[src/design/glyph_bitmap_to_argb1555_defines.svh]
// Assertion macros shared by the glyph bitmap to ARGB1555 converter.
// Included by gbta_back, the only module that carries concurrent assertions.
`ifndef GLYPH_BITMAP_TO_ARGB1555_DEFINES_SVH
`define GLYPH_BITMAP_TO_ARGB1555_DEFINES_SVH

// Checked at every rising edge, masked while reset is asserted.
`define GBTA_ASSERT(name, clk, rst_n, prop, msg) \
    name: assert property (@(posedge clk) disable iff (!rst_n) prop) \
        else $error(msg);

// Checked at every rising edge, including during reset.
`define GBTA_ASSERT_ALWAYS(name, clk, prop, msg) \
    name: assert property (@(posedge clk) prop) \
        else $error(msg);

`endif

[src/design/gbta_pkg.sv]
// Package for the glyph bitmap to ARGB1555 converter: types, constants,
// register map and the pixel to texel expansion. No dependencies.
`timescale 1ns / 1ps

package gbta_pkg;

    localparam int DEF_MAX_GLYPH_WIDTH  = 64;
    localparam int DEF_MAX_GLYPH_HEIGHT = 64;
    localparam int DEF_MAX_GLYPHS       = 256;

    localparam int ADDR_W   = 5;
    localparam int DATA_W   = 32;
    localparam int IDX_W    = 20;
    localparam int TEXEL_W  = 16;
    localparam int QDEPTH   = 4;
    localparam int QPTR_W   = $clog2(QDEPTH);

    localparam logic [6:0] RST_GLYPH_WIDTH  = 7'd8;
    localparam logic [6:0] RST_GLYPH_HEIGHT = 7'd8;
    localparam logic [8:0] RST_GLYPH_COUNT  = 9'd256;

    typedef enum logic [2:0] {
        REG_BPP_LOG2     = 3'd0,
        REG_MSB_FIRST    = 3'd1,
        REG_GLYPH_WIDTH  = 3'd2,
        REG_GLYPH_HEIGHT = 3'd3,
        REG_GLYPH_COUNT  = 3'd4
    } reg_idx_t;

    typedef struct packed {
        logic [1:0] bpp_log2;
        logic       msb_first;
        logic [6:0] glyph_width;
        logic [6:0] glyph_height;
        logic [8:0] glyph_count;
    } cfg_t;

    // One source byte after classification: texel count, first index, end flag.
    typedef struct packed {
        logic [7:0]       font_byte;
        logic [3:0]       n;
        logic [IDX_W-1:0] base_index;
        logic             font_done;
    } job_t;

    function automatic logic [TEXEL_W-1:0] texel_of(input logic [7:0] pix,
                                                    input logic [1:0] bpp_log2);
        logic [7:0] grey;
        logic [4:0] g;
        grey = 8'd0;
        unique case (bpp_log2)
            2'd0: grey = pix[0] ? 8'd255 : 8'd0;
            2'd1: grey = 8'(pix[1:0] * 8'd85);
            2'd2: grey = 8'(pix[3:0] * 8'd17);
            2'd3: grey = pix;
        endcase
        g = grey[7:3];
        return (grey == 8'd0) ? 16'd0 : {1'b1, g, g, g};
    endfunction

endpackage

[src/design/gbta_if.sv]
// Channel interfaces: packed source bytes in, texels out.
// Standalone; valid/ready handshake, one beat per accepted item.
`timescale 1ns / 1ps

interface gbta_byte_if;
    logic       valid;
    logic       ready;
    logic [7:0] font_byte;
    logic       new_font;

    modport source (output valid, font_byte, new_font, input ready);
    modport sink   (input valid, font_byte, new_font, output ready);
endinterface

interface gbta_texel_if;
    logic        valid;
    logic        ready;
    logic [15:0] texel;
    logic [19:0] texel_index;
    logic        last;
    logic        font_done;

    modport source (output valid, texel, texel_index, last, font_done, input ready);
    modport sink   (input valid, texel, texel_index, last, font_done, output ready);
endinterface

[src/design/gbta_regs.sv]
// APB configuration registers of the converter.
// Depends on gbta_pkg.
`timescale 1ns / 1ps

module gbta_regs (
    input  logic                          clk,
    input  logic                          rst_n,
    input  logic                          psel,
    input  logic                          penable,
    input  logic                          pwrite,
    input  logic [gbta_pkg::ADDR_W-1:0]   paddr,
    input  logic [gbta_pkg::DATA_W-1:0]   pwdata,
    output logic [gbta_pkg::DATA_W-1:0]   prdata,
    output logic                          pready,
    output gbta_pkg::cfg_t                cfg
);
    import gbta_pkg::*;

    logic [1:0] bpp_log2_reg, bpp_log2_next;
    logic       msb_first_reg, msb_first_next;
    logic [6:0] width_reg, width_next;
    logic [6:0] height_reg, height_next;
    logic [8:0] count_reg, count_next;
    logic       wr_en;
    reg_idx_t   idx;

    assign pready = 1'b1;
    assign wr_en  = psel && penable && pwrite && pready;
    assign idx    = reg_idx_t'(paddr[ADDR_W-1:2]);

    always_comb
    begin
        bpp_log2_next  = bpp_log2_reg;
        msb_first_next = msb_first_reg;
        width_next     = width_reg;
        height_next    = height_reg;
        count_next     = count_reg;
        if (wr_en)
        begin
            case (idx)
                REG_BPP_LOG2:     bpp_log2_next  = pwdata[1:0];
                REG_MSB_FIRST:    msb_first_next = pwdata[0];
                REG_GLYPH_WIDTH:  width_next     = pwdata[6:0];
                REG_GLYPH_HEIGHT: height_next    = pwdata[6:0];
                REG_GLYPH_COUNT:  count_next     = pwdata[8:0];
                default:          ;
            endcase
        end
    end

    always_comb
    begin
        case (idx)
            REG_BPP_LOG2:     prdata = DATA_W'(bpp_log2_reg);
            REG_MSB_FIRST:    prdata = DATA_W'(msb_first_reg);
            REG_GLYPH_WIDTH:  prdata = DATA_W'(width_reg);
            REG_GLYPH_HEIGHT: prdata = DATA_W'(height_reg);
            REG_GLYPH_COUNT:  prdata = DATA_W'(count_reg);
            default:          prdata = '0;
        endcase
    end

    always_ff @(posedge clk or negedge rst_n)
    begin
        if (!rst_n)
        begin
            bpp_log2_reg  <= 2'd0;
            msb_first_reg <= 1'b0;
            width_reg     <= RST_GLYPH_WIDTH;
            height_reg    <= RST_GLYPH_HEIGHT;
            count_reg     <= RST_GLYPH_COUNT;
        end
        else
        begin
            bpp_log2_reg  <= bpp_log2_next;
            msb_first_reg <= msb_first_next;
            width_reg     <= width_next;
            height_reg    <= height_next;
            count_reg     <= count_next;
        end
    end

    assign cfg = '{bpp_log2:     bpp_log2_reg,
                   msb_first:    msb_first_reg,
                   glyph_width:  width_reg,
                   glyph_height: height_reg,
                   glyph_count:  count_reg};

endmodule

[src/design/gbta_front.sv]
// Front end: accepts source bytes, tracks column/row/glyph position and
// turns each byte into a job for the queue. Depends on gbta_pkg, gbta_if.
`timescale 1ns / 1ps

module gbta_front #(
    parameter int MAX_GLYPH_WIDTH  = gbta_pkg::DEF_MAX_GLYPH_WIDTH,
    parameter int MAX_GLYPH_HEIGHT = gbta_pkg::DEF_MAX_GLYPH_HEIGHT,
    parameter int MAX_GLYPHS       = gbta_pkg::DEF_MAX_GLYPHS
) (
    input  logic           clk,
    input  logic           rst_n,
    input  gbta_pkg::cfg_t cfg,
    gbta_byte_if.sink      font,
    input  logic           q_full,
    output logic           push,
    output gbta_pkg::job_t job
);
    import gbta_pkg::*;

    localparam int COL_W = $clog2(MAX_GLYPH_WIDTH);
    localparam int ROW_W = $clog2(MAX_GLYPH_HEIGHT);
    localparam int GN_W  = (MAX_GLYPHS > 1) ? $clog2(MAX_GLYPHS) : 1;

    logic [COL_W-1:0] col_reg, col_next;
    logic [ROW_W-1:0] row_reg, row_next;
    logic [GN_W-1:0]  gn_reg, gn_next;
    logic [IDX_W-1:0] base_reg, base_next;

    logic [8:0]  w_eff, h_eff, cnt_eff;
    logic [8:0]  col_cur, row_cur, gn_cur, rem, col_sum, row_sum, gn_sum;
    logic [IDX_W-1:0] base_cur, base_adv;
    logic [3:0]  ppb, n;
    logic [17:0] row_off, area;
    logic        wrap_col, wrap_row, wrap_gn;

    function automatic logic [8:0] clamp(input logic [8:0] v, input int hi);
        logic [8:0] r;
        r = v;
        if (v == 9'd0)
            r = 9'd1;
        else if (v > 9'(hi))
            r = 9'(hi);
        return r;
    endfunction

    assign font.ready = !q_full;
    assign push       = font.valid && font.ready;

    always_comb
    begin
        w_eff   = clamp({2'b00, cfg.glyph_width}, MAX_GLYPH_WIDTH);
        h_eff   = clamp({2'b00, cfg.glyph_height}, MAX_GLYPH_HEIGHT);
        cnt_eff = clamp(cfg.glyph_count, MAX_GLYPHS);

        col_cur = (font.new_font || 9'(col_reg) >= w_eff) ? 9'd0 : 9'(col_reg);
        row_cur = (font.new_font || 9'(row_reg) >= h_eff) ? 9'd0 : 9'(row_reg);
        if (font.new_font || 9'(gn_reg) >= cnt_eff)
        begin
            gn_cur   = 9'd0;
            base_cur = '0;
        end
        else
        begin
            gn_cur   = 9'(gn_reg);
            base_cur = base_reg;
        end

        ppb = 4'd8 >> cfg.bpp_log2;
        rem = w_eff - col_cur;
        n   = (rem < 9'(ppb)) ? rem[3:0] : ppb;

        row_off  = 18'(row_cur) * 18'(w_eff);
        area     = 18'(w_eff) * 18'(h_eff);
        base_adv = (base_cur + IDX_W'(area) + IDX_W'(7)) & ~IDX_W'(7);

        col_sum  = col_cur + 9'(n);
        row_sum  = row_cur + 9'd1;
        gn_sum   = gn_cur + 9'd1;
        wrap_col = col_sum >= w_eff;
        wrap_row = row_sum >= h_eff;
        wrap_gn  = gn_sum >= cnt_eff;

        col_next  = wrap_col ? '0 : col_sum[COL_W-1:0];
        row_next  = row_cur[ROW_W-1:0];
        gn_next   = gn_cur[GN_W-1:0];
        base_next = base_cur;
        if (wrap_col)
        begin
            row_next = wrap_row ? '0 : row_sum[ROW_W-1:0];
            if (wrap_row)
            begin
                gn_next   = wrap_gn ? '0 : gn_sum[GN_W-1:0];
                base_next = wrap_gn ? '0 : base_adv;
            end
        end

        job.font_byte  = font.font_byte;
        job.n          = n;
        job.base_index = base_cur + IDX_W'(row_off) + IDX_W'(col_cur);
        job.font_done  = wrap_col && wrap_row && wrap_gn;
    end

    always_ff @(posedge clk or negedge rst_n)
    begin
        if (!rst_n)
        begin
            col_reg  <= '0;
            row_reg  <= '0;
            gn_reg   <= '0;
            base_reg <= '0;
        end
        else if (push)
        begin
            col_reg  <= col_next;
            row_reg  <= row_next;
            gn_reg   <= gn_next;
            base_reg <= base_next;
        end
    end

endmodule

[src/design/gbta_queue.sv]
// Short job queue between front and back end.
// Depends on gbta_pkg.
`timescale 1ns / 1ps

module gbta_queue (
    input  logic           clk,
    input  logic           rst_n,
    input  logic           push,
    input  gbta_pkg::job_t job_in,
    input  logic           pop,
    output gbta_pkg::job_t head,
    output logic           empty,
    output logic           full
);
    import gbta_pkg::*;

    job_t               mem_reg [QDEPTH];
    logic [QPTR_W-1:0]  wr_ptr_reg, wr_ptr_next;
    logic [QPTR_W-1:0]  rd_ptr_reg, rd_ptr_next;
    logic [QPTR_W:0]    count_reg, count_next;

    assign empty = (count_reg == '0);
    assign full  = (count_reg == (QPTR_W+1)'(QDEPTH));
    assign head  = mem_reg[rd_ptr_reg];

    always_comb
    begin
        wr_ptr_next = push ? wr_ptr_reg + 1'b1 : wr_ptr_reg;
        rd_ptr_next = pop ? rd_ptr_reg + 1'b1 : rd_ptr_reg;
        count_next  = count_reg + (QPTR_W+1)'(push) - (QPTR_W+1)'(pop);
    end

    always_ff @(posedge clk or negedge rst_n)
    begin
        if (!rst_n)
        begin
            wr_ptr_reg <= '0;
            rd_ptr_reg <= '0;
            count_reg  <= '0;
        end
        else
        begin
            wr_ptr_reg <= wr_ptr_next;
            rd_ptr_reg <= rd_ptr_next;
            count_reg  <= count_next;
        end
    end

    always_ff @(posedge clk)
    begin
        if (push)
            mem_reg[wr_ptr_reg] <= job_in;
    end

endmodule

[src/design/gbta_back.sv]
// Back end: walks the pixels of the queue head, expands each to a texel
// and drives the output register. Depends on gbta_pkg, gbta_if, defines.
`timescale 1ns / 1ps
`include "glyph_bitmap_to_argb1555_defines.svh"

module gbta_back (
    input  logic           clk,
    input  logic           rst_n,
    input  gbta_pkg::cfg_t cfg,
    input  gbta_pkg::job_t head,
    input  logic           empty,
    output logic           pop,
    gbta_texel_if.source   texels
);
    import gbta_pkg::*;

    logic [2:0]         k_reg, k_next;
    logic               ov_reg, ov_next;
    logic [TEXEL_W-1:0] texel_reg, texel_next;
    logic [IDX_W-1:0]   idx_reg, idx_next;
    logic               last_reg, last_next;
    logic               done_reg, done_next;

    logic       emit, is_last;
    logic [2:0] sh;
    logic [5:0] k_off;
    logic [5:0] k1_off;
    logic [7:0] pmask, pix;

    always_comb
    begin
        emit    = !empty && (!ov_reg || texels.ready);
        is_last = ({1'b0, k_reg} + 4'd1) == head.n;
        pop     = emit && is_last;

        k_off  = 6'(k_reg) << cfg.bpp_log2;
        k1_off = (6'(k_reg) + 6'd1) << cfg.bpp_log2;
        sh     = cfg.msb_first ? 3'(6'd8 - k1_off) : k_off[2:0];
        pmask  = 8'((9'd1 << (4'd1 << cfg.bpp_log2)) - 9'd1);
        pix    = (head.font_byte >> sh) & pmask;

        k_next     = k_reg;
        ov_next    = ov_reg && !texels.ready;
        texel_next = texel_reg;
        idx_next   = idx_reg;
        last_next  = last_reg;
        done_next  = done_reg;
        if (emit)
        begin
            k_next     = is_last ? 3'd0 : k_reg + 3'd1;
            ov_next    = 1'b1;
            texel_next = texel_of(pix, cfg.bpp_log2);
            idx_next   = head.base_index + IDX_W'(k_reg);
            last_next  = is_last;
            done_next  = is_last && head.font_done;
        end
    end

    always_ff @(posedge clk or negedge rst_n)
    begin
        if (!rst_n)
        begin
            k_reg  <= '0;
            ov_reg <= 1'b0;
        end
        else
        begin
            k_reg  <= k_next;
            ov_reg <= ov_next;
        end
    end

    always_ff @(posedge clk)
    begin
        texel_reg <= texel_next;
        idx_reg   <= idx_next;
        last_reg  <= last_next;
        done_reg  <= done_next;
    end

    assign texels.valid       = ov_reg;
    assign texels.texel       = texel_reg;
    assign texels.texel_index = idx_reg;
    assign texels.last        = last_reg;
    assign texels.font_done   = done_reg;

    `GBTA_ASSERT(a_k_in_job, clk, rst_n, !empty |-> ({1'b0, k_reg} < head.n), "pixel count past job")
    `GBTA_ASSERT(a_done_on_last, clk, rst_n, ov_reg |-> (!done_reg || last_reg), "font_done off last beat")
    `GBTA_ASSERT(a_grey_equal, clk, rst_n, ov_reg |-> (texel_reg[14:10] == texel_reg[9:5] && texel_reg[9:5] == texel_reg[4:0] && (texel_reg[15] || texel_reg == '0)), "texel not grey")
    `GBTA_ASSERT(a_index_step, clk, rst_n, (ov_reg && texels.ready && !last_reg) |=> (!ov_reg || idx_reg == $past(idx_reg) + IDX_W'(1)), "texel index not consecutive")

endmodule

[src/design/glyph_bitmap_to_argb1555.sv]
// The first texel of a byte passes through the job queue, then the output register.
// Throughput: one texel per cycle from the single output register while texels.ready
//   is high; a byte yields min(8 >> bpp_log2, pixels left in the row) texels.
// A 4-entry job queue lets the byte side run ahead of a stalled texel side.
// Reset (rst_n low, asynchronous): position counters, queue and output valid
//   clear; configuration registers return to 1 bpp, LSB-first, 8x8, 256 glyphs.
`timescale 1ns / 1ps

module glyph_bitmap_to_argb1555 #(
    parameter int MAX_GLYPH_WIDTH  = gbta_pkg::DEF_MAX_GLYPH_WIDTH,
    parameter int MAX_GLYPH_HEIGHT = gbta_pkg::DEF_MAX_GLYPH_HEIGHT,
    parameter int MAX_GLYPHS       = gbta_pkg::DEF_MAX_GLYPHS
) (
    input  logic                          clk,
    input  logic                          rst_n,
    gbta_byte_if.sink                     font,
    gbta_texel_if.source                  texels,
    input  logic                          psel,
    input  logic                          penable,
    input  logic                          pwrite,
    input  logic [gbta_pkg::ADDR_W-1:0]   paddr,
    input  logic [gbta_pkg::DATA_W-1:0]   pwdata,
    output logic [gbta_pkg::DATA_W-1:0]   prdata,
    output logic                          pready
);
    import gbta_pkg::*;

    cfg_t cfg;
    job_t job, head;
    logic push, pop, empty, full;

    gbta_regs u_regs (
        .clk     (clk),
        .rst_n   (rst_n),
        .psel    (psel),
        .penable (penable),
        .pwrite  (pwrite),
        .paddr   (paddr),
        .pwdata  (pwdata),
        .prdata  (prdata),
        .pready  (pready),
        .cfg     (cfg)
    );

    gbta_front #(
        .MAX_GLYPH_WIDTH  (MAX_GLYPH_WIDTH),
        .MAX_GLYPH_HEIGHT (MAX_GLYPH_HEIGHT),
        .MAX_GLYPHS       (MAX_GLYPHS)
    ) u_front (
        .clk    (clk),
        .rst_n  (rst_n),
        .cfg    (cfg),
        .font   (font),
        .q_full (full),
        .push   (push),
        .job    (job)
    );

    gbta_queue u_queue (
        .clk    (clk),
        .rst_n  (rst_n),
        .push   (push),
        .job_in (job),
        .pop    (pop),
        .head   (head),
        .empty  (empty),
        .full   (full)
    );

    gbta_back u_back (
        .clk    (clk),
        .rst_n  (rst_n),
        .cfg    (cfg),
        .head   (head),
        .empty  (empty),
        .pop    (pop),
        .texels (texels)
    );

endmodule
[src/flat_wrapper.sv]
// flat-port wrapper written by rule: the top's interface ports become plain ports
module glyph_bitmap_to_argb1555_flat import gbta_pkg::*;
#(
    parameter int MAX_GLYPH_WIDTH  = gbta_pkg::DEF_MAX_GLYPH_WIDTH,
    parameter int MAX_GLYPH_HEIGHT = gbta_pkg::DEF_MAX_GLYPH_HEIGHT,
    parameter int MAX_GLYPHS       = gbta_pkg::DEF_MAX_GLYPHS
)
  (clk, rst_n, psel, penable, pwrite, paddr, pwdata, prdata, pready, font_valid, font_font_byte, font_new_font, font_ready, texels_valid, texels_texel, texels_texel_index, texels_last, texels_font_done, texels_ready);
  gbta_byte_if font_i ();
  gbta_texel_if texels_i ();
  input  logic clk;
  input  logic rst_n;
  input  logic psel;
  input  logic penable;
  input  logic pwrite;
  input  logic [gbta_pkg::ADDR_W-1:0] paddr;
  input  logic [gbta_pkg::DATA_W-1:0] pwdata;
  output logic [gbta_pkg::DATA_W-1:0] prdata;
  output logic pready;
  input wire logic [$bits(font_i.valid)-1:0] font_valid;
  input wire logic [$bits(font_i.font_byte)-1:0] font_font_byte;
  input wire logic [$bits(font_i.new_font)-1:0] font_new_font;
  output wire logic [$bits(font_i.ready)-1:0] font_ready;
  output wire logic [$bits(texels_i.valid)-1:0] texels_valid;
  output wire logic [$bits(texels_i.texel)-1:0] texels_texel;
  output wire logic [$bits(texels_i.texel_index)-1:0] texels_texel_index;
  output wire logic [$bits(texels_i.last)-1:0] texels_last;
  output wire logic [$bits(texels_i.font_done)-1:0] texels_font_done;
  input wire logic [$bits(texels_i.ready)-1:0] texels_ready;
  assign font_i.valid = font_valid;
  assign font_i.font_byte = font_font_byte;
  assign font_i.new_font = font_new_font;
  assign font_ready = font_i.ready;
  assign texels_valid = texels_i.valid;
  assign texels_texel = texels_i.texel;
  assign texels_texel_index = texels_i.texel_index;
  assign texels_last = texels_i.last;
  assign texels_font_done = texels_i.font_done;
  assign texels_i.ready = texels_ready;
  glyph_bitmap_to_argb1555 #(.MAX_GLYPH_WIDTH(MAX_GLYPH_WIDTH), .MAX_GLYPH_HEIGHT(MAX_GLYPH_HEIGHT), .MAX_GLYPHS(MAX_GLYPHS)) u_core (.clk(clk), .rst_n(rst_n), .font(font_i), .texels(texels_i), .psel(psel), .penable(penable), .pwrite(pwrite), .paddr(paddr), .pwdata(pwdata), .prdata(prdata), .pready(pready));
endmodule
[config.mk]
export PLATFORM = sky130hd
export DESIGN_NAME = glyph_bitmap_to_argb1555_flat
export DESIGN_NICKNAME = d
export VERILOG_FILES = /design/src/design/gbta_pkg.sv /design/src/design/gbta_if.sv /design/src/design/gbta_regs.sv /design/src/design/gbta_front.sv /design/src/design/gbta_queue.sv /design/src/design/gbta_back.sv /design/src/design/glyph_bitmap_to_argb1555.sv /design/src/flat_wrapper.sv
export VERILOG_INCLUDE_DIRS = /design/src /design/src/design
export SDC_FILE = /design/constraint.sdc
export NUM_CORES = 1
export LEC_CHECK = 0
export BUFFER_PORTS_ARGS = -buffer_cell sky130_fd_sc_hd__buf_2
export CORE_ASPECT_RATIO = 1.5
export CORE_MARGIN = 3
export CORE_UTILIZATION = 55
export CTS_CLUSTER_SIZE = 10
export DETAILED_ROUTE_END_ITERATION = 7
export GPL_TIMING_DRIVEN = 0
export PLACE_DENSITY = 0.73
export SYNTH_ARGS = -nofsm -noshare
export SYNTH_HDL_FRONTEND = slang
export SYNTH_SLANG_ARGS = --single-unit
[constraint.sdc]
create_clock -name clk -period 12.85 [get_ports clk]
set_input_delay 0.6425 -clock clk [delete_from_list [all_inputs] [get_ports clk]]
set_output_delay 0.6425 -clock clk [all_outputs]
set_load 0.01 [all_outputs]
==> impl_metrics.tcl, run 1 <==
set metrics [dict create \
    n_antenna_cell 0 \
    numClockSinks 237 \
    initial_core_util 0.5630 \
    vdd.ir_drop.worst_mv 0.08852 \
    drv_slew 0 \
    status "completed" \
    grt-ovfl-total 0 \
    power_uw 3336 \
    synth_area_per_cell_sq_um 11.32 \
    cpMaxStageDelayCell "a211oi_1" \
    netlist_instances 1438 \
    via_per_inst 5.642 \
    clkTransAtPathRegs_ns 0.06 \
    io_pins 126 \
    core_sq_um 28910 \
    htreeDepth 1 \
    areaGrowthSynthToFinish_pct 11.42 \
    drt_wl_total_mm 37.54 \
    syn_area_sq_um 16280 \
    gp_congestion 0.9711 \
    yosysSeqAreaShare 0.4138 \
    async_flop_share 0.3249 \
    final_cell_mix "inv_1, edfxtp_1, ha_1" \
    fin_skew_ns 0.03826 \
    powerDensity_nw_per_um2 183.9 \
    hpwl_mm 29.07 \
    slew_headroom 0.1854 \
    worst_pin_slew_ns 1.221 \
    synth_top_cell_area_share 0.2952 \
    total_leakage_power_uw 0.008356 \
    drtAntennaViolNets 0 \
    cp_max_fo 10 \
    largest_register_ffs 132 \
    portBuffers 75 \
    hold_path.class "input port to register" \
    final.period_utilization 0.8128 \
    yosys_warnings 0 \
    grt_pass1_vias 11840 \
    layout_min_cycle_time_ns 10.44 \
    worst_ep_arrival_time_ns 10.92 \
    drt_iter0_markers 635 \
    tns_ns 0 \
    place_inst 1930 \
    cts-root-buf "clkbuf_16" \
    numCtsBuffers 28 \
    synth_seq_cells 237 \
    die_height_um 216.7 \
    synth_flop_cell "edfxtp_1" \
    clk_path_buf_depth 3 \
    num_rows 76 \
    grt_pass1_wl_mm 60.91 \
    drive_above_1_share 0.1489 \
    num_vias 11140 \
    clk_latency_ns 0.57 \
    drv_cap 0 \
    setup_viol 0 \
    grt_setup_unrepaired "no" \
    crit_top_cell "ha_1" \
    hold_viol 0 \
    fin_cells 1975 \
    cpPeakStageDelay_ns 0.83 \
    synth_cell_types 73 \
    path_class "register to register" \
    critical_path_required_ns 13.32 \
    startpoint_type "register" \
    final_nets 1845 \
    grt_start_max_net_pins 62 \
    ys_top_cells_by_area "edfxtp_1, dfrtp_1, ha_1, fa_1, mux4_2" \
    cts_tree "done" \
    fmax_mhz 95.74 \
    die-area_sq_um 31730 \
    drc_errors 0 \
    cp-end-kind "register" \
    grt_use_total 0.2408 \
    die_w_um 146.5 \
    wl_per_cell_um 19.01 \
    synth_edf_count 160 \
    antenna_found_initial 0 \
    drt_first_pass_iters 5 \
    hold_ws_ns 0.3050 \
    yosys.area.top_type "edfxtp_1" \
]
[metrics by stage]
stage / setup WS, ns / instance area [sq um] / util
floorplan: 5.354 / 16360 / -
global route: 1.801 / 18130 / 0.6273
global placement: 2.676 / 17220 / 0.5957
detailed placement: 2.470 / 17340 / 0.5997
CTS: 2.429 / 18130 / 0.6273
finish: 2.405 / 18130 / 0.6273
[cells in the mapped netlist, types with 30 or more instances]
master	instances
dfrtp_1	74
buf_4	34
mux4_2	30
a21o_1	40
fa_1	76
mux2_2	33
xnor2_1	50
clkbuf_1	33
nor2_1	97
nand2_1	117
ha_1	145
o21ai_0	35
nand3_1	47
edfxtp_1	160
inv_1	160
a21oi_1	40
[worst paths after layout]
| check | cells past startpoint | from | end | slack [ns] |
|---|---|---|---|---|
| worst max-delay path | 33 | u_core.u_regs.width_reg[6]$_DFFE_PN0P_ | u_core.u_front.base_reg[14]$_DFFE_PN0P_ | 2.41 |
| worst min-delay path | 1 | font_font_byte[5] | u_core.u_queue.mem_reg[1][30]$_DFFE_PP_ | 0.31 |
| worst max register to register | 33 | u_core.u_regs.width_reg[6]$_DFFE_PN0P_ | u_core.u_front.base_reg[14]$_DFFE_PN0P_ | 2.41 |
| worst min register to register | 2 | u_core.u_front.base_reg[12]$_DFFE_PN0P_ | u_core.u_front.base_reg[12]$_DFFE_PN0P_ | 0.49 |
| max in group asynchronous | 3 | rst_n | u_core.u_regs.count_reg[8]$_DFFE_PN1P_ | 11.66 |
| min in group asynchronous | 2 | rst_n | u_core.u_front.base_reg[5]$_DFFE_PN0P_ | 0.51 |
[layout make-up]
| class | instances | area (sq um) |
|---|---|---|
| plain buffers | 76 | 434.2 |
| clock buffers | 41 | 759.5 |
| clock inverters | 3 | 28.78 |
| fillers | 2367 | 10770 |
| inverters | 166 | 623.1 |
| multi-input cells | 981 | 8571 |
| flip-flops and latches | 237 | 6735 |
| well taps | 390 | 488.0 |
| repair buffers | 81 | 495.5 |
[timing repair]
action,CTS,global route
endpoints found under the hold margin,16,0
hold buffers,1,0
gates resized for setup,0,0
setup endpoints to repair,0,0
buffers inserted,0,0
[worst max-delay path, delay by kind of cell, from the launching register on]
family | cells | cell delay (ns)
flops | 1 | 0.44
fa+ha+maj | 7 | 2.49
compound gates | 11 | 2.85
simple gates | 7 | 1.81
buf+inv | 5 | 1.92
xor+xnor | 1 | 0.13
mux | 2 | 0.71
[kinds of logic (layout without fill, tap and decap cells)]
group,Yosys count,in the layout,share of synthesized area
simple gates,376,376,0.1079
fa+ha+maj,221,221,0.2050
mux,86,86,0.08310
xor+xnor,71,71,0.03821
buf+inv,242,367,0.06496
flops,237,237,0.4138
compound gates,203,203,0.08656
other cells,2,24,0.0004614
[power breakdown]
part	leakage (uW)	switching [uW]	internal, uW
clock network	0.000379	300	404
logic	0.00547	867	616
registers	0.00251	83.2	1070
[routing by layer]
layer	global-route usage	up-vias	part of all wire
li1	-	5256	-
met2	0.4557	288	0.53
met5	0	-	0
met1	0.2688	5492	0.38
met4	0.1158	0	0.052
met3	0.02405	106	0.037
(Power assumes the default switching activity.)
==> run 2, diff against run 1 <==
- ABC_AREA: not set -> 1
- clock period: 12.85 -> 9.8 ns (I/O delays scaled with it)
==> impl_metrics.tcl, run 2 <==
set metrics [dict create \
    drt_first_pass_iters 5 \
    numClockSinks 237 \
    final_cell_mix "nand2_1, inv_1, nor2_1" \
    status "completed" \
    startpoint_type "register" \
    worst_ep_arrival_time_ns 9.26 \
    areaGrowthSynthToFinish_pct 11.82 \
    syn_area_sq_um 17150 \
    netlist_instances 1927 \
    core_sq_um 30450 \
    die_height_um 222.3 \
    synth_most_common_cell "nand2_1" \
    cp_max_fo 10 \
    ys_top_cells_by_area "edfxtp_1, dfrtp_1, ha_1, fa_1, nand2_1" \
    fin_skew_ns 0.01379 \
    vdd.ir_drop.worst_mv 0.1336 \
    grt-ovfl-total 0 \
    slew_headroom 0.3822 \
    yosys.area.top_type "edfxtp_1" \
    total_leakage_power_uw 0.009070 \
    grt_use_total 0.2564 \
    drt_iter0_markers 751 \
    tns_ns 0 \
    clk_path_buf_depth 3 \
    die-area_sq_um 33390 \
    num_vias 13590 \
    async_flop_share 0.3249 \
    grt_pass1_vias 13920 \
    post-place-ws_ns 0.3115 \
    drt_wl_total_mm 42.27 \
    setup_viol 0 \
    cpMaxStageDelayCell "fa_1" \
    largest_register_ffs 132 \
    powerDensity_nw_per_um2 266.3 \
    num_rows 78 \
    final_nets 2337 \
    die_w_um 150.2 \
    synth_flop_cell "edfxtp_1" \
    fmax_mhz 112.9 \
    hold_path.class "input port to register" \
    synthTopCellsByCount "nand2_1, inv_1, nor2_1" \
    cts_tree "done" \
    antenna_found_initial 1 \
    grt_start_max_net_pins 65 \
    critical_path_required_ns 10.20 \
    synth_top_cell_area_share 0.2801 \
    drv_slew 0 \
    nFillCells 2583 \
    yosysSeqAreaShare 0.3926 \
    finalWorstSetupSlack_ns 0.9444 \
    drv_cap 0 \
    yosys_warnings 0 \
    grt_pass1_wl_mm 68.35 \
    grt_setup_unrepaired "no" \
    clkTransAtPathRegs_ns 0.06 \
    wl_per_cell_um 17.01 \
    drc_errors 0 \
    clk_latency_ns 0.55 \
    synth_area_per_cell_sq_um 8.902 \
    cts_setup_buffers 0 \
    synth_edf_count 160 \
    cp-end-kind "register" \
    crit_top_cell "o21ai_0" \
    layout_min_cycle_time_ns 8.856 \
    htreeDepth 1 \
    r2r_slack_ns 0.94 \
    portBuffers 76 \
    cts-root-buf "clkbuf_16" \
    drtAntennaViolNets 0 \
    numCtsBuffers 28 \
    gp_congestion 0.9482 \
    hold_viol 0 \
    worst_pin_slew_ns 0.9268 \
    initial_core_util 0.5634 \
    final.period_utilization 0.9036 \
    cpPeakStageDelay_ns 0.46 \
    drive_above_1_share 0.1214 \
    mostFrequentLayoutCell "nand2_1" \
    hpwl_mm 32.99 \
    synth_seq_cells 237 \
    synth_cell_types 66 \
    io_pins 126 \
    path_class "register to register" \
    via_per_inst 5.470 \
]
run 2: cells by family after synthesis:
kind of cell,Yosys count,share of synthesized area
and+or+nand+nor,732,0.1836
AOI/OAI and AO/OA,297,0.1016
buffers and inverters,381,0.09796
other,2,0.0004378
xor gates and xnor gates,56,0.02859
adders and majority gates,222,0.1952
DFF,237,0.3926
run 2: what timing repair did:
item                                    CTS  global route
hold buffers                              1             0
resized for setup                         0             7
endpoints found under the setup margin    0            42
hold endpoints to repair                 12             0
run 2: metrics by stage:
stage | std cells | instance area, sq um | util | total power [uW] | hold WS (ns)
after floorplan | 1949 | 17240 | - | 3379 | 0.1944
after global placement | 2425 | 18120 | 0.5950 | 4008 | 0.4674
after detailed placement | 2431 | 18300 | 0.6009 | 4115 | 0.3655
after CTS | 2484 | 19160 | 0.6292 | 5117 | 0.1413
after global routing | 2485 | 19180 | 0.6300 | 5505 | 0.1506
final | 2485 | 19180 | 0.6300 | 5109 | 0.1616
run 2: final cells by class:
cell class,instances,area (sq um),share of cell area
repair buffers,83,528.0,0.02753
diodes,1,2.502,0.0001305
clock inverters,3,40.04,0.002087
well taps,400,500.5,0.02609
clock buffers,49,810.8,0.04227
plain buffers,79,545.5,0.02844
multi-input cells,1331,8884,0.4631
flip-flops and latches,237,6735,0.3511
inverters,302,1136,0.05923
run 2: critical path, delay by kind of cell (launching register included):
kind                     cells  cell delay [ns]
buffers and inverters        7             1.46
flip-flops                   1             0.39
AND/OR/NAND/NOR             13             1.90
XOR/XNOR                     2             0.48
adder cells (fa/ha/maj)      6             2.10
AO/OA/AOI/OAI               14             2.33
run 2: worst paths after layout:
kind | from | endpoint | cells after the start
setup / recovery | u_core.u_regs.width_reg[6]$_DFFE_PN0P_ | u_core.u_front.gn_reg[4]$_DFFE_PN0P_ | 42
hold / removal | font_font_byte[5] | u_core.u_queue.mem_reg[2][30]$_DFFE_PP_ | 1
setup reg to reg | u_core.u_regs.width_reg[6]$_DFFE_PN0P_ | u_core.u_front.gn_reg[4]$_DFFE_PN0P_ | 42
hold reg to reg | u_core.u_front.base_reg[18]$_DFFE_PN0P_ | u_core.u_front.base_reg[18]$_DFFE_PN0P_ | 2
max in group asynchronous | rst_n | u_core.u_regs.height_reg[3]$_DFFE_PN1P_ | 3
min in group asynchronous | rst_n | u_core.u_regs.height_reg[2]$_DFFE_PN0P_ | 2
run 2: routing by layer:
metal | global-route usage | wire (um) | vias up | part of all wire
li1 | - | - | 6583 | -
met1 | 0.2772 | 15480 | 6512 | 0.37
met2 | 0.4873 | 22840 | 372 | 0.54
met3 | 0.02428 | 1633 | 127 | 0.039
met4 | 0.1285 | 2314 | 0 | 0.055
met5 | 0 | 0 | - | 0
run 2: power breakdown:
group | switching (uW) | internal (uW) | leakage (uW)
Combinational | 1690 | 903 | 0.00617
Sequential | 107 | 1430 | 0.00249
Clock | 403 | 581 | 0.000409
Total | 2200 | 2910 | 0.00907
==> run 3, diff against run 2 <==
- ABC_AREA: 1 -> 0
==> impl_metrics.tcl, run 3 (synthesis results as in run 1) <==
set metrics [dict create \
    reg2reg_to "u_core.u_front.base_reg[14]$_DFFE_PN0P_" \
    final_nets 1847 \
    antenna_found_initial 0 \
    grt_start_max_net_pins 62 \
    drv_cap 0 \
    hold_path.class "input port to register" \
    drt_wl_total_mm 37.57 \
    wl_per_cell_um 19.00 \
    dpl_cell_area_sq_um 17340 \
    grt_pass1_wl_mm 60.95 \
    fin_skew_ns 0.03634 \
    clk_latency_ns 0.57 \
    die_w_um 146.5 \
    final_cell_mix "inv_1, edfxtp_1, ha_1" \
    drv_slew 0 \
    clkTransAtPathRegs_ns 0.06 \
    min_path_cells 1 \
    power_uw 4389 \
    final.period_utilization 0.9352 \
    multiInputGateArea_sq_um 8582 \
    layout_min_cycle_time_ns 9.165 \
    cp_max_fo 10 \
    path_class "register to register" \
    cp_top_family "adder cells" \
    htreeDepth 1 \
    seq_area_sq_um 6735 \
    io_pins 126 \
    areaGrowthSynthToFinish_pct 11.63 \
    die_height_um 216.7 \
    grt_pass1_vias 11850 \
    tns_ns 0 \
    drt_iter0_markers 673 \
    fin_cells 1977 \
    largest_register_ffs 132 \
    vdd.ir_drop.worst_mv 0.1165 \
    core_sq_um 28910 \
    powerDensity_nw_per_um2 241.6 \
    crit_buf_inv 6 \
    drc_errors 0 \
    r2r_start "u_core.u_regs.width_reg[6]$_DFFE_PN0P_" \
    worst_pin_slew_ns 1.193 \
    place_inst 1930 \
    via_per_inst 5.679 \
    grt_use_total 0.2410 \
    cts_tree "done" \
    clk_path_buf_depth 3 \
    num_rows 76 \
    r2r_slack_ns 0.63 \
    num_vias 11230 \
    cts-root-buf "clkbuf_16" \
    n_antenna_cell 0 \
    portBuffers 75 \
    worstHoldStart "font_font_byte[5]" \
    setup_viol 0 \
    drive_above_1_share 0.1556 \
    cpPeakStageDelay_ns 0.47 \
    startpoint_type "register" \
    cpMaxStageDelayCell "fa_1" \
    nFillCells 2361 \
    gp_congestion 0.9711 \
    rr_worst_depth 34 \
    cp-end-kind "register" \
    fmax_mhz 109.1 \
    initial_core_util 0.5630 \
    critical_path_required_ns 10.28 \
    status "completed" \
    hpwl_mm 29.07 \
    slew_headroom 0.2036 \
    hold_ws_ns 0.1525 \
    drt_first_pass_iters 5 \
    die-area_sq_um 31730 \
    numCtsBuffers 28 \
    grt-ovfl-total 0 \
    fin_area_sq_um 18170 \
    total_leakage_power_uw 0.008382 \
    drtAntennaViolNets 0 \
    numClockSinks 237 \
    hold_viol 0 \
    grt_setup_unrepaired "no" \
    holdPathEnd "u_core.u_queue.mem_reg[1][30]$_DFFE_PP_" \
    worst_ep_arrival_time_ns 9.64 \
    crit_top_cell "ha_1" \
]
-- run 3: worst max-delay path by stage --
stage                                                          to                              startpoint  cells after the start  slack [ns]
after floorplan            u_core.u_front.base_reg[7]$_DFFE_PN0P_  u_core.u_regs.width_reg[6]$_DFFE_PN0P_                     31        2.30
after global placement       u_core.u_front.gn_reg[1]$_DFFE_PN0P_  u_core.u_regs.width_reg[6]$_DFFE_PN0P_                     33       -0.37
after detailed placement     u_core.u_front.gn_reg[2]$_DFFE_PN0P_  u_core.u_regs.width_reg[6]$_DFFE_PN0P_                     33       -0.58
after CTS                 u_core.u_front.base_reg[14]$_DFFE_PN0P_  u_core.u_regs.width_reg[6]$_DFFE_PN0P_                     33        0.15
after global routing      u_core.u_front.base_reg[13]$_DFFE_PN0P_  u_core.u_regs.width_reg[6]$_DFFE_PN0P_                     34        0.22
final                     u_core.u_front.base_reg[14]$_DFFE_PN0P_  u_core.u_regs.width_reg[6]$_DFFE_PN0P_                     34        0.63
-- run 3: power by group --
part	internal (uW)	total, uW	switching (uW)
registers	1400	1510	109
clock network	530	924	395
logic	817	1960	1140
total	2740	4390	1650
-- run 3: area by class of cell --
cell class | count | share of cell area
Sequential cell | 237 | 0.3707
Multi-Input combinational cell | 981 | 0.4723
Tap cell | 390 | 0.02686
Buffer | 76 | 0.02424
Clock buffer | 41 | 0.04180
Clock inverter | 3 | 0.001584
Inverter | 166 | 0.03436
Timing Repair Buffer | 83 | 0.02810
-- run 3: metal layers --
layer	routed length (um)	share of wire	vias up	GRT usage
met5	0	0	-	0
met4	1991	0.053	0	0.1158
met3	1478	0.039	110	0.02405
met2	20010	0.53	295	0.4559
met1	14100	0.38	5555	0.2691
li1	-	-	5268	-
-- run 3: worst reg2reg max path: cells and delay by family, from the launching register on --
| kind | cells | cell delay [ns] |
|---|---|---|
| simple gates | 7 | 1.63 |
| compound gates | 11 | 2.18 |
| buf+inv | 6 | 1.77 |
| xor+xnor | 1 | 0.13 |
| mux | 2 | 0.57 |
| flops | 1 | 0.44 |
| fa+ha+maj | 7 | 2.39 |
-- run 3: timing repair --
action                                  CTS  global route
resized for setup                         3            10
setup buffers                             0             2
endpoints found under the setup margin   20            21
hold endpoints to repair                 16             0
pin swaps                                 0             1
hold buffers                              1             0
-- run 3: through the flow --
step	utilization	setup slack, ns
2_1_floorplan	-	2.304
3_3_place_gp	0.5957	-0.3743
3_5_place_dp	0.5997	-0.5800
4_1_cts	0.6276	0.1504
5_1_grt	0.6285	0.2204
6_report	0.6285	0.6347
